File: config.mk
export PLATFORM = sky130hd
export DESIGN_NAME = esc_front
export DESIGN_NICKNAME = d
export VERILOG_FILES = /design/src/design/env_sensor_compensation_top_assert.svh /design/src/design/esc_pkg.sv /design/src/design/esc_front.sv
export SDC_FILE = /design/constraint.sdc
export NUM_CORES = 2
export LEC_CHECK = 0
export CELL_PAD_IN_SITES_DETAIL_PLACEMENT = 2
export CELL_PAD_IN_SITES_GLOBAL_PLACEMENT = 2
export CORE_MARGIN = 2
export CORE_UTILIZATION = 35
export DETAILED_ROUTE_END_ITERATION = 10
export DONT_BUFFER_PORTS = 1
export PLACE_DENSITY = 0.73
export SETUP_SLACK_MARGIN = 0.2
export SLEW_MARGIN = 20
export SYNTH_ARGS = -nofsm -noshare
export SYNTH_HDL_FRONTEND = slang
export SYNTH_SLANG_ARGS = --single-unit
File: constraint.sdc
create_clock -name clk -period 19.8 [get_ports clk]
set_input_delay 0.99 -clock clk [delete_from_list [all_inputs] [get_ports clk]]
set_output_delay 0.99 -clock clk [all_outputs]
set_load 0.01 [all_outputs]
File: src/design/env_sensor_compensation_top_assert.svh
// Assertion macros for the environmental sensor compensation block, used by its queue.
`ifndef ENV_SENSOR_COMPENSATION_TOP_ASSERT_SVH
`define ENV_SENSOR_COMPENSATION_TOP_ASSERT_SVH
`ifndef ASSERT_OFF
// Property must hold at every clock edge outside reset.
`define ESC_ASSERT(lbl, clk, rst_n, prop) \
  lbl: assert property (@(posedge clk) disable iff (!rst_n) prop) \
    else $error("%m: property failed");
// Condition must never be seen at a clock edge outside reset.
`define ESC_NEVER(lbl, clk, rst_n, cond) \
  lbl: assert property (@(posedge clk) disable iff (!rst_n) !(cond)) \
    else $error("%m: forbidden condition seen");
`else
`define ESC_ASSERT(lbl, clk, rst_n, prop)
`define ESC_NEVER(lbl, clk, rst_n, cond)
`endif
`endif

File: src/design/esc_pkg.sv
// Types and constants shared by the sensor compensation modules.
`timescale 1ns / 1ps
package esc_pkg;

  // Configuration register indexes.
  localparam logic [2:0] CFG_TEMP   = 3'd0;
  localparam logic [2:0] CFG_P_LOW  = 3'd1;
  localparam logic [2:0] CFG_P_MID  = 3'd2;
  localparam logic [2:0] CFG_P_NINE = 3'd3;
  localparam logic [2:0] CFG_HUM    = 3'd4;
  localparam logic [2:0] CFG_OFFSET = 3'd5;

  // Pressure status codes.
  localparam logic [1:0] PSTAT_OK   = 2'd0;
  localparam logic [1:0] PSTAT_DIS  = 2'd1;
  localparam logic [1:0] PSTAT_DIV0 = 2'd2;

  localparam logic [23:0] PRESS_DIS_CODE = 24'h800000;
  localparam logic [15:0] HUM_DIS_CODE   = 16'h8000;
  localparam logic [31:0] HUM_MAX        = 32'd419430400;

  // Quotient bits resolved by the divider, one per stage.
  localparam int DIV_W = 64;

  typedef struct packed {
    logic [15:0] t1;
    logic [15:0] t2;
    logic [15:0] t3;
    logic [31:0] offset;
  } tcoef_t;

  typedef struct packed {
    logic [15:0] p1;
    logic [15:0] p2;
    logic [15:0] p3;
    logic [15:0] p4;
    logic [15:0] p5;
    logic [15:0] p6;
    logic [15:0] p7;
    logic [15:0] p8;
    logic [15:0] p9;
  } pcoef_t;

  typedef struct packed {
    logic [7:0]  h1;
    logic [15:0] h2;
    logic [7:0]  h3;
    logic [11:0] h4;
    logic [11:0] h5;
    logic [7:0]  h6;
  } hcoef_t;

  // One classified reading as it waits between front and back.
  typedef struct packed {
    logic [31:0] fine;
    logic [23:0] temp_centi;
    logic [23:0] raw_pressure;
    logic [15:0] raw_humidity;
    logic        press_dis;
    logic        hum_dis;
  } item_t;

  typedef struct packed {
    logic  push;
    item_t item;
  } q_wr_t;

  typedef struct packed {
    logic full;
    logic empty;
  } q_stat_t;

  // Side data that rides along the divider pipeline.
  typedef struct packed {
    logic        q_neg;
    logic [1:0]  status;
    logic [23:0] temp_centi;
    logic [16:0] humidity;
    logic        hum_dis;
  } div_tag_t;

endpackage

File: src/design/esc_front.sv
// Front end: accepts raw readings, classifies them and forms fine temperature.
`timescale 1ns / 1ps
module esc_front (
  input  logic             clk,
  input  logic             rst_n,
  input  logic             in_valid,
  output logic             in_ready,
  input  logic [23:0]      raw_t,
  input  logic [23:0]      raw_p,
  input  logic [15:0]      raw_h,
  input  esc_pkg::tcoef_t  tcoef,
  input  esc_pkg::q_stat_t qstat,
  output esc_pkg::q_wr_t   qwr
);

  typedef struct packed {
    logic [23:0] rawp;
    logic [15:0] rawh;
    logic        pdis;
    logic        hdis;
  } side_t;

  logic              fe;
  logic [4:0]        v_r;
  side_t             sd_r [5];
  logic signed [17:0] d1_r;
  logic signed [16:0] d2_r;
  logic signed [33:0] tv1p_r, dd_r;
  logic signed [22:0] tv1_r;
  logic signed [38:0] tv2p_r;
  logic signed [31:0] fine_r, fine5_r;
  logic [23:0]        tc_r;

  logic signed [17:0] d1_nxt;
  logic signed [16:0] d2_nxt;
  logic signed [33:0] tv1_sh;
  logic signed [24:0] tv2_sh;
  logic signed [33:0] fsum;
  logic signed [31:0] fine_nxt;
  logic signed [35:0] t5;
  logic signed [27:0] t5_sh;
  logic [23:0]        tc_nxt;

  assign fe       = !v_r[4] || !qstat.full;
  assign in_ready = fe;

  always_ff @(posedge clk) begin
    if (!rst_n) begin
      v_r <= '0;
    end else if (fe) begin
      v_r <= {v_r[3:0], in_valid};
    end
  end

  always_comb begin
    d1_nxt   = $signed({1'b0, raw_t[23:7]}) - $signed({1'b0, tcoef.t1, 1'b0});
    d2_nxt   = $signed({1'b0, raw_t[23:8]}) - $signed({1'b0, tcoef.t1});
    tv1_sh   = tv1p_r >>> 11;
    tv2_sh   = 25'(tv2p_r >>> 14);
    fsum     = 34'(tv1_r) + 34'(tv2_sh) + 34'($signed(tcoef.offset));
    if (fsum > 34'sd2147483647) begin
      fine_nxt = 32'sh7FFFFFFF;
    end else if (fsum < -34'sd2147483648) begin
      fine_nxt = 32'sh80000000;
    end else begin
      fine_nxt = fsum[31:0];
    end
    t5    = (36'(fine_r) <<< 2) + 36'(fine_r) + 36'sd128;
    t5_sh = 28'(t5 >>> 8);
    if (t5_sh > 28'sd8388607) begin
      tc_nxt = 24'h7FFFFF;
    end else if (t5_sh < -28'sd8388608) begin
      tc_nxt = 24'h800000;
    end else begin
      tc_nxt = t5_sh[23:0];
    end
  end

  always_ff @(posedge clk) begin
    if (fe) begin
      sd_r[0] <= '{rawp: raw_p, rawh: raw_h,
                   pdis: (raw_p == esc_pkg::PRESS_DIS_CODE),
                   hdis: (raw_h == esc_pkg::HUM_DIS_CODE)};
      for (int k = 1; k < 5; k++) begin
        sd_r[k] <= sd_r[k-1];
      end
      d1_r    <= d1_nxt;
      d2_r    <= d2_nxt;
      tv1p_r  <= d1_r * $signed(tcoef.t2);
      dd_r    <= d2_r * d2_r;
      tv1_r   <= tv1_sh[22:0];
      tv2p_r  <= $signed({1'b0, dd_r[33:12]}) * $signed(tcoef.t3);
      fine_r  <= fine_nxt;
      fine5_r <= fine_r;
      tc_r    <= tc_nxt;
    end
  end

  assign qwr.push = v_r[4] && !qstat.full;
  assign qwr.item = '{fine: fine5_r, temp_centi: tc_r, raw_pressure: sd_r[4].rawp,
                      raw_humidity: sd_r[4].rawh, press_dis: sd_r[4].pdis,
                      hum_dis: sd_r[4].hdis};

endmodule

**After elaboration in Yosys (flattened, before gate mapping)**

Memory sizes are Yosys's and may differ from the RTL's.
Cells that the tools add are included.

- Bits in registers: 258
- RAM bits: 210
- Input port bits: 149
- Output and inout port bits: 100
- Word-level logic and storage cells: 34
- Memories: 1

- Add/subtract/negate cells: 6
- Multiply operators: 3
- $lt $le $gt $ge: 4
- Equality and inequality tests: 2
- Mux-type cells: 4
- Reduce and logical (&&, ||, !) cells: 4

Memories:

| name | words | width | read ports | clocked after memory_dff | wr ports | line | RTL |
|---|---|---|---|---|---|---|---|
| sd_r | 5 | 42 | 5 | 0 | 5 | esc_front.sv:25 | `side_t sd_r [5];` |

Operator list:

| kind | number |
|---|---|
| $mul 23x16->39 | 1 |
| $add 35x9->36 const B | 1 |
| $add 34x32->35 | 1 |
| $mul 17x17->34 | 1 |
| $mul 18x16->34 | 1 |
| $add 26x32->33 | 1 |
| $gt 33x32->1 const B | 1 |
| $lt 33x32->1 const B | 1 |
| $mux 32 | 1 |
| $gt 28x24->1 const B | 1 |
| $lt 28x24->1 const B | 1 |
| $add 23x25->26 | 1 |
| $eq 24x24->1 const B | 1 |
| $mux 24 | 1 |
| $sub 17x17->18 | 1 |
| $sub 16x16->17 | 1 |
| $eq 16x16->1 const B | 1 |
| $logic_not 1->1 | 2 |
| $mux 1 | 2 |
| $logic_and 1x1->1 | 1 |
| $logic_or 1x1->1 | 1 |

**Longest topological paths before layout**

- Depth after elaboration: 4
- Gate-level depth with buffers: 25
- Depth with buffers taken out: 24

**Least setup slack after synthesis**

Ideal clock, no wire load.

- Path type: input port to output port
- Start: input qstat[1] in the netlist's numbering
- End: output in_ready
- Data arrival time: 9.656 ns
- Required time: 18.810 ns
- Slack: 9.154 ns
- Cell stages on the path: 1
- Path buffers: 0
- Path through: nand2_1

- Longest elaborated chain between the ends: 2

RTL lines:

| element | line | RTL |
|---|---|---|
| from (decl) | esc_front.sv:12 | `input esc_pkg::q_stat_t qstat,` |
| $logic_not 1->1 | esc_front.sv:44 | `assign fe = !v_r[4] \|\| !qstat.full;` |
| $logic_or 1x1->1 | esc_front.sv:44 |  |
| to (decl) | esc_front.sv:7 | `output logic in_ready,` |

No other way between the ends.

==> key figures <==
Critical path
  – Arr. time, crit path: around 7.8 ns
  – WP data required: roughly 20 ns
  – CP bufs+invs: 6
  – Critical path class: flip-flop to flip-flop
  – Cell mode on critical path: fa_1
  – Crit-path max cell delay: 0.56 ns
  – Crit Path Max Fanout: 28
  – Crit path max-delay family: adder cells
  – Endpoint class of the critical path: flip-flop
  – Worst-path cell chain: buf_4, inv_1, nor2_1, fa_1, fa_1, inv_1, fa_1, inv_1, fa_1, inv_1, fa_1, inv_1, fa_1, ha_1, a21o_1, a21o_1, or3_1, a31o_2, a21oi_1, nor3_1, nor2_1, o211ai_1, xnor2_1
  – Slowest cell on the critical path: fa_1
  – Nature of the critical path startpoint: flip-flop

Yosys
  – Synth cell types: 70
  – Prevailing post-synth register cell: edfxtp_1
  – Synthesized cell area: roughly 49000 µm²
  – Synth warn: 0
  – Ys async rst share: 0%
  – Ranking of synthesized cells by area: fa_1 (36%), edfxtp_1 (25%), ha_1 (10%), inv_1 (8.1%), and2_1 (4.0%)
  – Synth Instances: between 4000 and 5000
  – Top cell type's share of synthesized area: a little over a third
  – Syn Area/Cell: ~11 µm²
  – Register area share after synthesis: 25.2%
  – #FFs+latches synth: between 400 and 500
  – Post-synth EDFFs: 409
  – Syn Nets: just over 6000
  – Synth area leader: fa_1

Finish
  – Non-filler cells, final: about 6400
  – Final net count: between 5000 and 6000
  – Share of cells above drive strength 1: between 2 and 3%
  – Fillers: 14800
  – Syn-to-layout area delta: 6.56%

Worst hold path
  – Tightest Hold Check Type: flip-flop to flip-flop

Detailed routing
  – Via-to-Cell Ratio: ~4.9
  – DRT iter0 DRCs: between 1000 and 1500
  – Total Routed Length: about 140 mm
  – Per-cell routed wire length: about 21 µm
  – Via count: ~31000
  – First-pass DRT Iterations: 5
  – DRT antenna net count: 0
  – DR DRC count: 0

Placement
  – Placed cells: between 6000 and 7000
  – Buffers on Ports: 0
  – Placed wire-length estimate: between 100 and 150 mm
  – Routability Congestion: around 0.80

Global route
  – First-pass GRT wire length: 216 mm
  – GRT overflow: 0
  – Initial antenna violation count: 5
  – Vias in the first global route: around 37000
  – Total GRT Usage: roughly a fifth
  – Largest net degree at the start of global routing: roughly 150

STA
  – Setup Viol. Count Final: 0
  – Fin Clk Skew: between 0.04 and 0.05 ns
  – Final Hold Vio Count: 0
  – Slew headroom: 29.8%
  – Slew Limit Fails: 0
  – Worst slew pin tran: around 1.0 ns
  – Period utilisation layout: approximately 37%
  – WHS: 0.403 ns
  – Fmax: 135 MHz
  – RSZ-0062 raised after global routing: no
  – TNS Setup: 0 ns
  – Post-route minimum period: roughly 7.4 ns

Clock tree
  – Post-CTS sizing: 0
  – Clock latency on the worst-skew pair: between 0.6 and 0.7 ns
  – H-tree levels: 2
  – TritonCTS Buffers: 48
  – Post-CTS Setup Bufs: 0
  – CTS tree: yes
  – Clk Tree Root Cell: clkbuf_16
  – Reg clk slew, reported paths: 0.06 ns
  – # hold bufs at CTS: 0
  – Buffer depth of the longest clock path: 3
  – CTS sink count: ~410

Die
  – Row count: 137
  – Core ar.: between 100000 and 150000 µm²
  – Initial Utilization: between 30% and 40%
  – Die area: between 100000 and 150000 µm²
  – Die height: between 300 and 400 µm
  – Die W: about 380 µm
  – Num ports: between 200 and 250

Run
  – Maxcap violations: 0

Run status
  – Status: complete, no violations
==> cell families after synthesis <==
family,count (synthesis),synth area share [%]
AO/OA/AOI/OAI,370,4.92
buffers and inverters,1247,9.90
adder cells (fa/ha/maj),1285,46.0
XOR/XNOR,143,2.55
AND/OR/NAND/NOR,1155,11.3
flip-flops,414,25.2
multiplexers,3,0.0612
==> path summary, 6_finish.rpt <==
kind	end	slack (ns)	start	cells after the start
setup / recovery	dd_r[33]	12.38	d1_r[16]	23
hold reg to reg	sd_r[0][60]	0.40	sd_r[0][18]	0
hold / removal	sd_r[0][60]	0.40	sd_r[0][18]	0
setup reg to reg	dd_r[33]	12.38	d1_r[16]	23
==> synthesized netlist by cell type (all sizes together), types with 10 or more instances <==
cell type	count
edfxtp	409
buf	49
and2	312
a211oi	13
o21bai	10
o21a	23
and3	17
nand3	21
clkbuf	136
a21boi	11
nor4	15
nor2	149
a21oi	121
xnor2	100
xor2	43
ha	407
nor2b	23
a21o	48
nand2	503
o41ai	10
nand2b	21
o21ai	72
fa	871
nand4	29
nor3	33
inv	1062
or2	10
==> flip-flops by register name (all words and copies together), names as in the netlist <==
name and count:
d1_r 18, fine_r 32, tv2p_r 25, fine5_r 32, tv1_r 23, v_r 5, sd_r 210, tc_r 24
dd_r 22, tv1p_r 23
==> final cells by class <==
class	instances	area (µm²)	share of cell area, %
multi-input cells	2956	31900	60.9
flip-flops and latches	414	12400	23.7
inverters	1062	3990	7.62
well taps	1876	2350	4.49
clock buffers	59	1240	2.37
repair buffers	32	256	0.490
clock inverters	25	235	0.450
diodes	2	5.00	0.00957
==> layer usage <==
layer | vias up | global-route usage (%) | wire [µm]
met4 | 0 | 4.81 | 3230
met2 | 541 | 35.8 | 70100
met5 | - | 0 | 0
met1 | 16700 | 24.1 | 57200
met3 | 164 | 3.22 | 6550
li1 | 14000 | - | -
==> placed cells by master (no fill, tap or decap), types with 29 or more instances in the layout <==
cell | netlist | final
inv_1 | 1062 | 1062
fa_1 | 871 | 871
nand2_1 | 503 | 502
edfxtp_1 | 409 | 409
ha_1 | 407 | 407
and2_1 | 312 | 312
nor2_1 | 149 | 149
a21oi_1 | 120 | 120
xnor2_1 | 100 | 100
o21ai_0 | 71 | 71
a21o_1 | 48 | 48
clkbuf_16 | 0 | 48
xor2_1 | 43 | 43
nor3_1 | 33 | 33
buf_4 | 42 | 30
nand4_1 | 29 | 29
==> metrics by stage <==
step	worst slack (ns)	cell area [µm²]	utilization, %
floorplan	9.15	49100	-
CTS	12.30	52300	37.5
finish	12.38	52300	37.5
global placement	12.42	50800	36.5
detailed placement	12.30	50800	36.5
global route	11.93	52300	37.5
Power is left out: the tool's default activity adds up to more than one toggle a clock period on the data nets, which glitch-free logic cannot reach.
