==> config.mk <==
export PLATFORM = sky130hd
export DESIGN_NAME = esc_queue
export DESIGN_NICKNAME = d
export VERILOG_FILES = /design/src/design/esc_pkg.sv /design/src/design/esc_queue.sv
export VERILOG_INCLUDE_DIRS = /design/src /design/src/design
export SDC_FILE = /design/constraint.sdc
export NUM_CORES = 1
export LEC_CHECK = 0
export BUFFER_PORTS_ARGS = -buffer_cell sky130_fd_sc_hd__buf_2
export CAP_MARGIN = 10
export CORE_MARGIN = 2
export CORE_UTILIZATION = 33
export DETAILED_ROUTE_END_ITERATION = 7
export GPL_TIMING_DRIVEN = 0
export REMOVE_ABC_BUFFERS = 1
export SYNTH_ARGS = -nofsm -noshare
export SYNTH_HDL_FRONTEND = slang
export SYNTH_SLANG_ARGS = --single-unit
==> constraint.sdc <==
create_clock -name clk -period 7.8 [get_ports clk]
set_clock_uncertainty 0.15 [all_clocks]
set_input_delay 0.39 -clock clk [delete_from_list [all_inputs] [get_ports clk]]
set_output_delay 0.39 -clock clk [all_outputs]
set_load 0.01 [all_outputs]
==> src/design/env_sensor_compensation_top_assert.svh <==
// Assertion macros for the environmental sensor compensation block, used by its queue.
`ifndef ENV_SENSOR_COMPENSATION_TOP_ASSERT_SVH
`define ENV_SENSOR_COMPENSATION_TOP_ASSERT_SVH
`ifndef ASSERT_OFF
// Property must hold at every clock edge outside reset.
`define ESC_ASSERT(lbl, clk, rst_n, prop) \
  lbl: assert property (@(posedge clk) disable iff (!rst_n) prop) \
    else $error("%m: property failed");
// Condition must never be seen at a clock edge outside reset.
`define ESC_NEVER(lbl, clk, rst_n, cond) \
  lbl: assert property (@(posedge clk) disable iff (!rst_n) !(cond)) \
    else $error("%m: forbidden condition seen");
`else
`define ESC_ASSERT(lbl, clk, rst_n, prop)
`define ESC_NEVER(lbl, clk, rst_n, cond)
`endif
`endif

==> src/design/esc_pkg.sv <==
// Types and constants shared by the sensor compensation modules.
`timescale 1ns / 1ps
package esc_pkg;

  // Configuration register indexes.
  localparam logic [2:0] CFG_TEMP   = 3'd0;
  localparam logic [2:0] CFG_P_LOW  = 3'd1;
  localparam logic [2:0] CFG_P_MID  = 3'd2;
  localparam logic [2:0] CFG_P_NINE = 3'd3;
  localparam logic [2:0] CFG_HUM    = 3'd4;
  localparam logic [2:0] CFG_OFFSET = 3'd5;

  // Pressure status codes.
  localparam logic [1:0] PSTAT_OK   = 2'd0;
  localparam logic [1:0] PSTAT_DIS  = 2'd1;
  localparam logic [1:0] PSTAT_DIV0 = 2'd2;

  localparam logic [23:0] PRESS_DIS_CODE = 24'h800000;
  localparam logic [15:0] HUM_DIS_CODE   = 16'h8000;
  localparam logic [31:0] HUM_MAX        = 32'd419430400;

  // Quotient bits resolved by the divider, one per stage.
  localparam int DIV_W = 64;

  typedef struct packed {
    logic [15:0] t1;
    logic [15:0] t2;
    logic [15:0] t3;
    logic [31:0] offset;
  } tcoef_t;

  typedef struct packed {
    logic [15:0] p1;
    logic [15:0] p2;
    logic [15:0] p3;
    logic [15:0] p4;
    logic [15:0] p5;
    logic [15:0] p6;
    logic [15:0] p7;
    logic [15:0] p8;
    logic [15:0] p9;
  } pcoef_t;

  typedef struct packed {
    logic [7:0]  h1;
    logic [15:0] h2;
    logic [7:0]  h3;
    logic [11:0] h4;
    logic [11:0] h5;
    logic [7:0]  h6;
  } hcoef_t;

  // One classified reading as it waits between front and back.
  typedef struct packed {
    logic [31:0] fine;
    logic [23:0] temp_centi;
    logic [23:0] raw_pressure;
    logic [15:0] raw_humidity;
    logic        press_dis;
    logic        hum_dis;
  } item_t;

  typedef struct packed {
    logic  push;
    item_t item;
  } q_wr_t;

  typedef struct packed {
    logic full;
    logic empty;
  } q_stat_t;

  // Side data that rides along the divider pipeline.
  typedef struct packed {
    logic        q_neg;
    logic [1:0]  status;
    logic [23:0] temp_centi;
    logic [16:0] humidity;
    logic        hum_dis;
  } div_tag_t;

endpackage

==> src/design/esc_queue.sv <==
// Short queue between the front end and the compensation back end.
`timescale 1ns / 1ps
`include "env_sensor_compensation_top_assert.svh"
module esc_queue #(
  parameter int DEPTH = 4
) (
  input  logic             clk,
  input  logic             rst_n,
  input  esc_pkg::q_wr_t   wr_i,
  input  logic             pop_i,
  output esc_pkg::item_t   rd_o,
  output esc_pkg::q_stat_t stat_o
);

  localparam int AW = $clog2(DEPTH);
  localparam int CW = $clog2(DEPTH + 1);
  localparam logic [CW-1:0] FULL_CNT = CW'(DEPTH);
  localparam logic [AW-1:0] LAST_PTR = AW'(DEPTH - 1);

  esc_pkg::item_t mem_r [DEPTH];
  logic [AW-1:0]  wr_ptr_r, rd_ptr_r;
  logic [CW-1:0]  count_r;
  logic           full, empty;

  assign full   = (count_r == FULL_CNT);
  assign empty  = (count_r == '0);
  assign stat_o = '{full: full, empty: empty};
  assign rd_o   = mem_r[rd_ptr_r];

  always_ff @(posedge clk) begin
    if (!rst_n) begin
      wr_ptr_r <= '0;
      rd_ptr_r <= '0;
      count_r  <= '0;
    end else begin
      if (wr_i.push) begin
        wr_ptr_r <= (wr_ptr_r == LAST_PTR) ? '0 : wr_ptr_r + 1'b1;
      end
      if (pop_i) begin
        rd_ptr_r <= (rd_ptr_r == LAST_PTR) ? '0 : rd_ptr_r + 1'b1;
      end
      if (wr_i.push && !pop_i) begin
        count_r <= count_r + 1'b1;
      end else if (pop_i && !wr_i.push) begin
        count_r <= count_r - 1'b1;
      end
    end
  end

  always_ff @(posedge clk) begin
    if (wr_i.push) begin
      mem_r[wr_ptr_r] <= wr_i.item;
    end
  end

  `ESC_NEVER(a_push_full, clk, rst_n, wr_i.push && full)
  `ESC_NEVER(a_pop_empty, clk, rst_n, pop_i && empty)
  `ESC_ASSERT(a_count_bound, clk, rst_n, count_r <= FULL_CNT)
  `ESC_ASSERT(a_push_fills, clk, rst_n, (wr_i.push && !pop_i) |=> !empty)

endmodule

# After elaboration in Yosys (flattened, before gate mapping)
# Memory sizes are Yosys's and may differ from the RTL's. A register that Yosys moved wholly into a read port is not among the register bits.
# Cells that the tools add are included.
[word_totals]
mem_count = 1
elab_cells = 25
latch_bits = 0
regBits = 7
romBits = 0
output_inout_bits = 100
mem_bits_rw = 392
inputBits = 102
[memory_table]
columns = ["name", "depth", "width", "rd", "rd_clocked_by_memory_dff", "write_ports", "line_no", "source"]
rows = [
  ["mem_r", 4, 98, 1, 1, 1, "esc_queue.sv:20", "esc_pkg::item_t mem_r [DEPTH];"],
]
[classes]
order_cmp = 0
shift = 0
reduce_logical = 6
muxes = 8
bitwise = 0
n_div = 0
addsub = 4
n_mul = 0
n_eq_ne = 3
[op_table]
columns = ["cell", "n"]
rows = [
  ["2-to-1 mux 2 bit", 4],
  ["2-to-1 mux 3 bit", 2],
  ["adder 2 x 1 -> 2 bit (second input constant)", 2],
  ["== test 2 bit (second input constant)", 2],
  ["adder 3 x 1 -> 3 bit (second input constant)", 1],
  ["== test 3 bit (second input constant)", 1],
  ["zero test 3 bit", 1],
  ["subtractor 3 x 1 -> 3 bit (second input constant)", 1],
  ["logical AND 1 bit", 2],
  ["zero test 1 bit", 2],
  ["2-to-1 mux 1 bit", 2],
  ["nonzero test 2 bit", 1],
]

# Depth between registers and ports, before layout
# Gate-level depths: netlist of run 1.
[logic_depth]
word_depth = 4
ltp_mapped = 7
ltp_nobuf = 7

# Worst setup path after synthesis of run 1
# No wires, ideal clock.
[synth_timing]
kind = "reg2reg"
startpoint = "register wr_ptr_r[0]"
endpoint = "memory mem_r[3][0] (netlist bit), enable pin"
n_path_buf = 0
setup_slack_ns = 4.371
stages_incl_launch_ff = 3
t_arrival_ns = 2.812
setup_ns = 0.467
required_time_ns = 7.183
cell_sequence = "dfxtp_1 > ha_1 > and2_1"
[synth_lines]
columns = ["item", "line_no", "source"]
rows = [
  ["from (decl)", "esc_queue.sv:21", "logic [AW-1:0] wr_ptr_r, rd_ptr_r;"],
  ["from (signal assigned)", "esc_queue.sv:37", "wr_ptr_r <= (wr_ptr_r == LAST_PTR) ? '0 : wr_ptr_r + 1'b1;"],
  ["to (decl)", "esc_queue.sv:20", ""],
]
# No word-level cell before the write port.

==> summary by stage, run 1 <==
Run status
The run finished with clean final reports.

Job
The max-capacitance violation count is 0.

Detailed routing
The total iterations of the first detailed-routing run is 6. The number of routed nets with antenna violations is 0. After detailed routing, the number of vias per cell comes to 4.50. The total wire length is 28,300 µm. The post-detailed-route DRC marker count is 0. After detailed routing, the average wire length per cell comes to 18.8 µm. The number of DRC markers in iteration 0 is 376. Detailed routing inserted a total of 6,793 vias.

Floorplanning
The initial utilization of the core area, before any placement, comes to 33.2%. The die is 214 µm wide. The placement row count is 77. 202 I/O pins were placed. The die height is 214 µm. The floorplan step defined a die boundary enclosing 45,900 µm². The placeable core region is 43,900 µm².

Worst hold path
The class of the most critical hold timing path is primary input to register.

Logic synthesis
Yosys instantiated no cell more often than edfxtp_1. The predominant post-synthesis flop cell is edfxtp_1. The commonest cells after synthesis are 392 x edfxtp_1, 98 x mux4_2, 11 x buf_2. Of all flip-flops after synthesis, the portion carrying an async set or reset was 0%. The cell count after synthesis came out at 558. After synthesis, the share of cell area in mux cells is 15.4%. The post-synthesis cell type count is 23. The share of the synthesized netlist area taken by xor and xnor gates is 0.120%. Summing the areas of all and, or, nand and nor instances in the mapped netlist gives 0.617% of the synthesized area. Sequential elements use 81.9% of the synthesized area. By area the synthesized netlist is led by edfxtp_1 81%, mux4_2 15%, dfxtp_1 1.2%. Summing the areas of all fa, ha and maj instances in the mapped netlist gives 0.652% of the synthesized area. The warning count from the yosys run is 0. The synthesis-stage register bit count is 401. The average size of a mapped cell is 26.1 µm².

Yosys mapped a number of flops with a built-in enable equal to 392. The portion of synthesized cell area occupied by the leading cell type is 80.7%. The dominant combinational cell family by area after synthesis is multiplexers. The cell area that synthesis handed to floorplanning was 14,600 µm². The leading area contributor after synthesis is edfxtp_1. The share of the synthesized area in compound gates (AO/OA/AOI/OAI) is 0.137%.

Global route
The via count of the first global-routing pass is 7,621. The total global routing overflow is 0. The maximum number of pins on one net before global-route repair is 52. The number of antenna violations at the first check in global routing was 1. Global routing used 12.6% of the available tracks. The first global-routing pass estimated 44,400 µm of wire.

Clock network
Clock tree synthesis selected as its root buffer the cell clkbuf_16. The number of buffers added by the clock tree synthesis step is 42. The number of sinks handled by clock tree synthesis is 401. Clock-pin slew was measured on the worst setup and hold paths at 0.06 ns. The H-tree was split into 2 levels.

Counting along the longest clock path gives a buffer depth of 3. TritonCTS built the clock tree. The post-cts gate resize count is 0. The buffer count from post-CTS setup fixing is 0. The insertion delay of the later-clocked pin in the worst-skew pair is 0.56 ns.

Setup path
At the worst endpoint, the arrival time is 2.51 ns. For this run, the slowest stage of the critical path takes 0.80 ns. The worst setup path is captured at an output pin. The slowest stage of the critical path is the dfxtp_4 cell.

The kind of critical path is register to output pin. STA classifies the critical path startpoint as a register. The signal on the critical path passes through buf_16, mux4_2, buf_2. The biggest fanout along the worst timing path is 39. The data required time of the critical path is 7.26 ns.

Final layout
For this run, the post-layout net count is 995. The proportion of layout cells with a drive suffix above 1 is 40.2%. Relative to the synthesized area, the layout overhead comes to 28.1%.

Placed design
The count of buffers added on input and output ports is 201. Routability-driven placement finished with a final weighted congestion of 0.669. Once detailed placement completed, the half-perimeter wirelength came to 16,200 µm.

STA
Setup violations remaining at the end of the flow were counted as 0. Setup repair after global routing left no endpoint under its margin. The clock period minus worst slack is 3.05 ns.

Based on the critical path, the design can be clocked at up to 328 MHz. Summed over all failing endpoints, the final setup total negative slack is 0 ns. Dividing the final minimum period by the clock period gives 39.1%. The remaining max-slew budget at the tightest pin is 41.8%.

At the pin with the least slew margin, the transition time is 0.873 ns. The final number of hold-violating endpoints is 0. The final-report max-slew violation count is 0.

Power and ir drop
VDD sags by at most 0.188 mV. The total design power is 4.80 mW. In this run the power density over the cells is 257 nW/µm². Summed over all cells, the static leakage comes to 6.27 nW.
[routing by layer]
layer	share of wire, %	GRT usage (%)
met5	0	0
met4	2.6	4.03
met3	5.7	3.72
met2	48	20.6
met1	44	16.2
[state kept, by name (all words and copies together), names as in the netlist, named ones only]
signal	cells
rd_ptr_r	2
count_r	3
wr_ptr_r	2
mem_r	392
[timing repair]
item                       4_1_cts  5_1_grt
hold buffers                    99        0
setup endpoints to repair        0        0
hold endpoints to repair       401        0
[cell families (layout without fill, tap and decap cells)]
group / Yosys count / in the layout
compound gates: 3 / 3
xor+xnor: 2 / 2
fa+ha+maj: 7 / 7
buf+inv: 28 / 385
flops: 401 / 401
mux: 102 / 102
other cells: 0 / 1
simple gates: 15 / 15
[per-stage QoR]
stage          area (µm²)  hold WS [ns]  instances  utilization, %  setup WS, ns
4_1_cts             18700        0.0211       1507            42.5          4.65
2_1_floorplan       14400         0.322        534               -          2.48
3_3_place_gp        16200         0.346       1327            36.8         0.139
3_5_place_dp        16400         0.371       1335            37.4          5.27
5_1_grt             18700        0.0611       1507            42.5          4.57
6_report            18700        0.0624       1508            42.5          4.75
[critical path: cells and delay by family (launching register included)]
kind	cells	cell delay [ns]
buffers and inverters	2	0.50
muxes	1	0.57
DFF	1	0.80
[layout make-up]
cell class / instances / area, µm²
antenna: 1 / 2.50
clock buffer: 58 / 1170
clock inverter: 15 / 103
fill: 3846 / 25200
inverter: 4 / 15.0
multi-input combinational: 129 / 2480
sequential: 401 / 12000
tap: 592 / 741
timing repair buffer: 308 / 2220
[report_power, final]
part           total (mW)  internal [mW]  switching (mW)
registers            2.51           2.47          0.0372
logic               0.432          0.218           0.214
clock network        1.86           1.08           0.781
total                4.80           3.77            1.03
[path summary, 6_finish.rpt]
path,depth (start not counted),endpoint,slack (ns),from
worst max register to register,3,mem_r[3][70],5.57,wr_ptr_r[0]
worst min-delay path,3,rd_ptr_r[1],0.06,pop_i
worst max-delay path,3,rd_o[51],4.75,register
worst min register to register,2,count_r[2],0.37,count_r[2]
[cell usage in the layout (no fill, tap or decap), types with 2 or more instances in the layout]
| cell type | n |
|---|---|
| edfxtp_1 | 392 |
| buf_2 | 201 |
| dlygate4sd3_1 | 99 |
| mux4_2 | 98 |
| clkbuf_16 | 45 |
| clkbuf_1 | 13 |
| buf_16 | 8 |
| dfxtp_1 | 7 |
| ha_1 | 6 |
| clkinv_2 | 6 |
| nor2b_1 | 5 |
| clkinv_1 | 5 |
| inv_1 | 4 |
| and2_4 | 4 |
| mux2i_1 | 4 |
| nor3_1 | 2 |
| dfxtp_4 | 2 |
| clkinvlp_4 | 2 |
No activity file was read; power rests on OpenSTA's default activity.
==> run 2: changes to the inputs <==
- clock period: 7.8 -> 2.6 ns (I/O delays scaled with it)
==> summary by stage, run 2 (synthesis results as in run 1) <==
Floorplanning
The die height is 214 µm (unchanged). The top-level I/O count is 202 (unchanged). The placement row count is 77 (unchanged).

The placeable core region came to 43,900 µm² (unchanged). The horizontal die dimension is 214 µm (unchanged). The effective utilization at floorplan is 33.2% (unchanged).

The area of the die is 45,900 µm² (unchanged).

Power and ir drop
The sequential power share is 51.9% (-0.3 points). The combinational group share of total power is 9.4% (+0.4 points). The clock share of power is 38.8% (about the same).

The total power density per cell area is 769 nW/µm² (+200%). The static leakage is 6.32 nW (+0.74%). The net switching share of the total power is 21.6% (+0.11 points).

The internal power is 11.3 mW (+200%). The net load switching power was 3.12 mW (+200%). The total design power is 14.4 mW (+200%). The maximum resistive drop on vdd is 0.562 mV (+200%).

Clock network
The total number of H-tree levels was 2 (unchanged). The maximum clock insertion buffer count is 3 (unchanged). The root buffer cell chosen for the clock tree is clkbuf_16. The TritonCTS clock tree is done.

The insertion delay of the later-clocked pin in the worst-skew pair is 0.56 ns (about the same). The post-cts gate resize count is 0 (unchanged). The number of buffers added by the clock tree synthesis step is 42 (unchanged). The clock slew seen by the registers of the worst setup and hold paths is 0.06 ns (about the same).

The number of sinks handled by clock tree synthesis is 401 (unchanged).

Detailed routing
The average detailed-routed wire length per instance came to 19.2 µm (+2.4%). The per-cell via count in the routed design is 4.56 (+1.2%). The count of vias placed by the detailed router is 6,909 (+1.7%). The post-detailed-route DRC marker count is 0 (unchanged). The number of DRC markers in iteration 0 is 345 (-8.2%). The number of routed nets with antenna violations is 0 (unchanged). The total iterations of the first detailed-routing run was 6 (unchanged). The total wire length is 29,100 µm (+2.8%).

Placed design
The number of input and output port buffers inserted is 201 (unchanged). The cell area after placement came to 16,400 µm² (unchanged). The final weighted congestion of routability-driven global placement is 0.669 (unchanged).

The sum of net half-perimeters after detailed placement is 16,200 µm (unchanged). The worst setup slack before clock tree synthesis is 0.321 ns (-4.95 ns).

Global route
The via count of the first global-routing pass was 7,669 (+0.63%). The total global routing overflow was 0 (unchanged). The overall track demand over capacity in global routing is 12.9% (+0.33 points).

The wire length of the first global-routing pass came to 45,200 µm (+1.9%). The maximum number of pins on one net before global-route repair came to 52 (unchanged). The number of antenna violations at the first check in global routing was 0 (-1).

Job
The max-capacitance violation count is 0 (unchanged).

Final layout
The area added between synthesis and finish is 28.7%. The number of flip-flops in the largest register is 392 (unchanged). The proportion of layout cells with a drive suffix above 1 is 40.4% (+0.19 points). The library cells used most frequently in the layout, excluding fill and tap cells, are 392 x edfxtp_1, 201 x buf_2, 102 x dlygate4sd3_1, 98 x mux4_2, 45 x clkbuf_16. The leading cell type in the layout, fill and taps excluded is edfxtp_1. The total of fill cells in the finished design came to 3,842 (-0.10%). The area of combinational cells with multiple inputs is 2480 µm² (unchanged). mem_r holds more flip-flops than any other register. The antenna cell count came to 0 (-1). The largest registers in the layout are mem_r x392, count_r x3.

The net total in the final layout is 1,003 (+0.80%). The final instance area is 18,800 µm² (+0.48%). The sequential cell area is 12,000 µm² (unchanged).

The utilization of the core after routing is 42.8% (+0.21 points).

Setup path
The kind of capture point of the worst setup path is an output pin. STA classifies the critical path startpoint as a register. The biggest fanout along the worst timing path is 50 (+28%). The number of buffer and inverter instances along the worst setup path was 2 (unchanged). Walking the worst path, the cells encountered are buf_16, mux4_2, buf_2. Broken down by cell family, the worst path's largest delay share belongs to flip-flops. The data arrival time of the critical path is 2.19 ns (-0.32 ns).

The kind of critical path is register to output pin. Among all stages on the critical path, the largest delay is contributed by dfxtp_4. The data required time of the critical path came to 2.32 ns (-4.94 ns).

The peak per-stage delay on the critical path was 0.69 ns (-0.11 ns).

Worst hold path
The path class of the tightest hold or removal check is primary input to register.

STA
The worst setup slack after layout is 0.132 ns (-4.62 ns). The remaining max-slew budget at the tightest pin is 41.0% (-0.77 points). The final-layout setup total negative slack is 0 ns (unchanged).

The actual slew at the worst max-slew pin is 0.885 ns (+0.0116 ns). The worst path uses 94.9% of the clock period. The maximum frequency from static timing analysis is 405 MHz. The final setup violation count is 0 (unchanged). The clock period minus worst slack is 2.47 ns. The final number of hold-violating endpoints is 0 (unchanged). Setup repair after global routing left no endpoint under its margin.

The final-report max-slew violation count came to 0 (unchanged).

Run status
The run finished with clean final reports.
==> run 2: changes by cell type in the layout (fill, tap and decap cells not counted) <==
cell	previous run	this run
buf_4	0	3
dlygate4sd3_1	99	102
buf_12	0	2
diode_2	1	0
==> run 2: area by class of cell <==
class / instances / share of cell area (%)
timing repair buffer: 316 / 12.3
multi-input combinational: 129 / 13.2
clock buffer: 58 / 6.26
tap: 592 / 3.94
clock inverter: 15 / 0.546
sequential: 401 / 63.7
inverter: 4 / 0.0799
==> run 2: worst reg2reg max path, delay by kind of cell, from the launching register on <==
kind	cells	cell delay [ns]
buffers and inverters	1	0.36
DFF	1	0.40
adders and majority gates	1	0.20
and+or+nand+nor	1	0.73
==> run 2: power by group through the flow <==
stage                     Sequential (mW)  Combinational, mW  Clock (mW)
final                                7.49               1.35        5.60
after global routing                 7.52               1.47        6.03
after CTS                            7.50               1.39        5.78
after detailed placement             7.66               1.21           0
after global placement               7.78               1.16           0
after floorplan                      7.69              0.634           0
==> run 2: metrics by stage <==
stage | hold slack (ns) | std cells
6_report | 0.175 | 1515
5_1_grt | 0.163 | 1515
4_1_cts | 0.132 | 1515
3_5_place_dp | 0.195 | 1335
3_3_place_gp | 0.193 | 1327
2_1_floorplan | 0.0789 | 534
==> run 2: layer usage <==
layer / track usage, % / part of all wire (%) / up-vias
met1: 16.6 / 44 / 3602
met4: 4.28 / 2.9 / 0
met5: 0 / 0 / -
met2: 21.3 / 47 / 180
li1: - / - / 3075
met3: 3.60 / 5.4 / 52
==> run 2: final timing paths <==
path	from	end	slack, ns	depth (start not counted)
setup / recovery	register	rd_o[32]	0.13	3
hold / removal	wr_i[77]	mem_r[0][77]	0.18	2
setup reg to reg	wr_ptr_r[0]	mem_r[3][25]	0.35	3
hold reg to reg	count_r[2]	count_r[2]	0.37	2
==> run 2: timing repair <==
action,in CTS,in global routing
setup endpoints to repair,85,0
buffers inserted,5,0
hold buffers,102,0
hold endpoints to repair,401,0
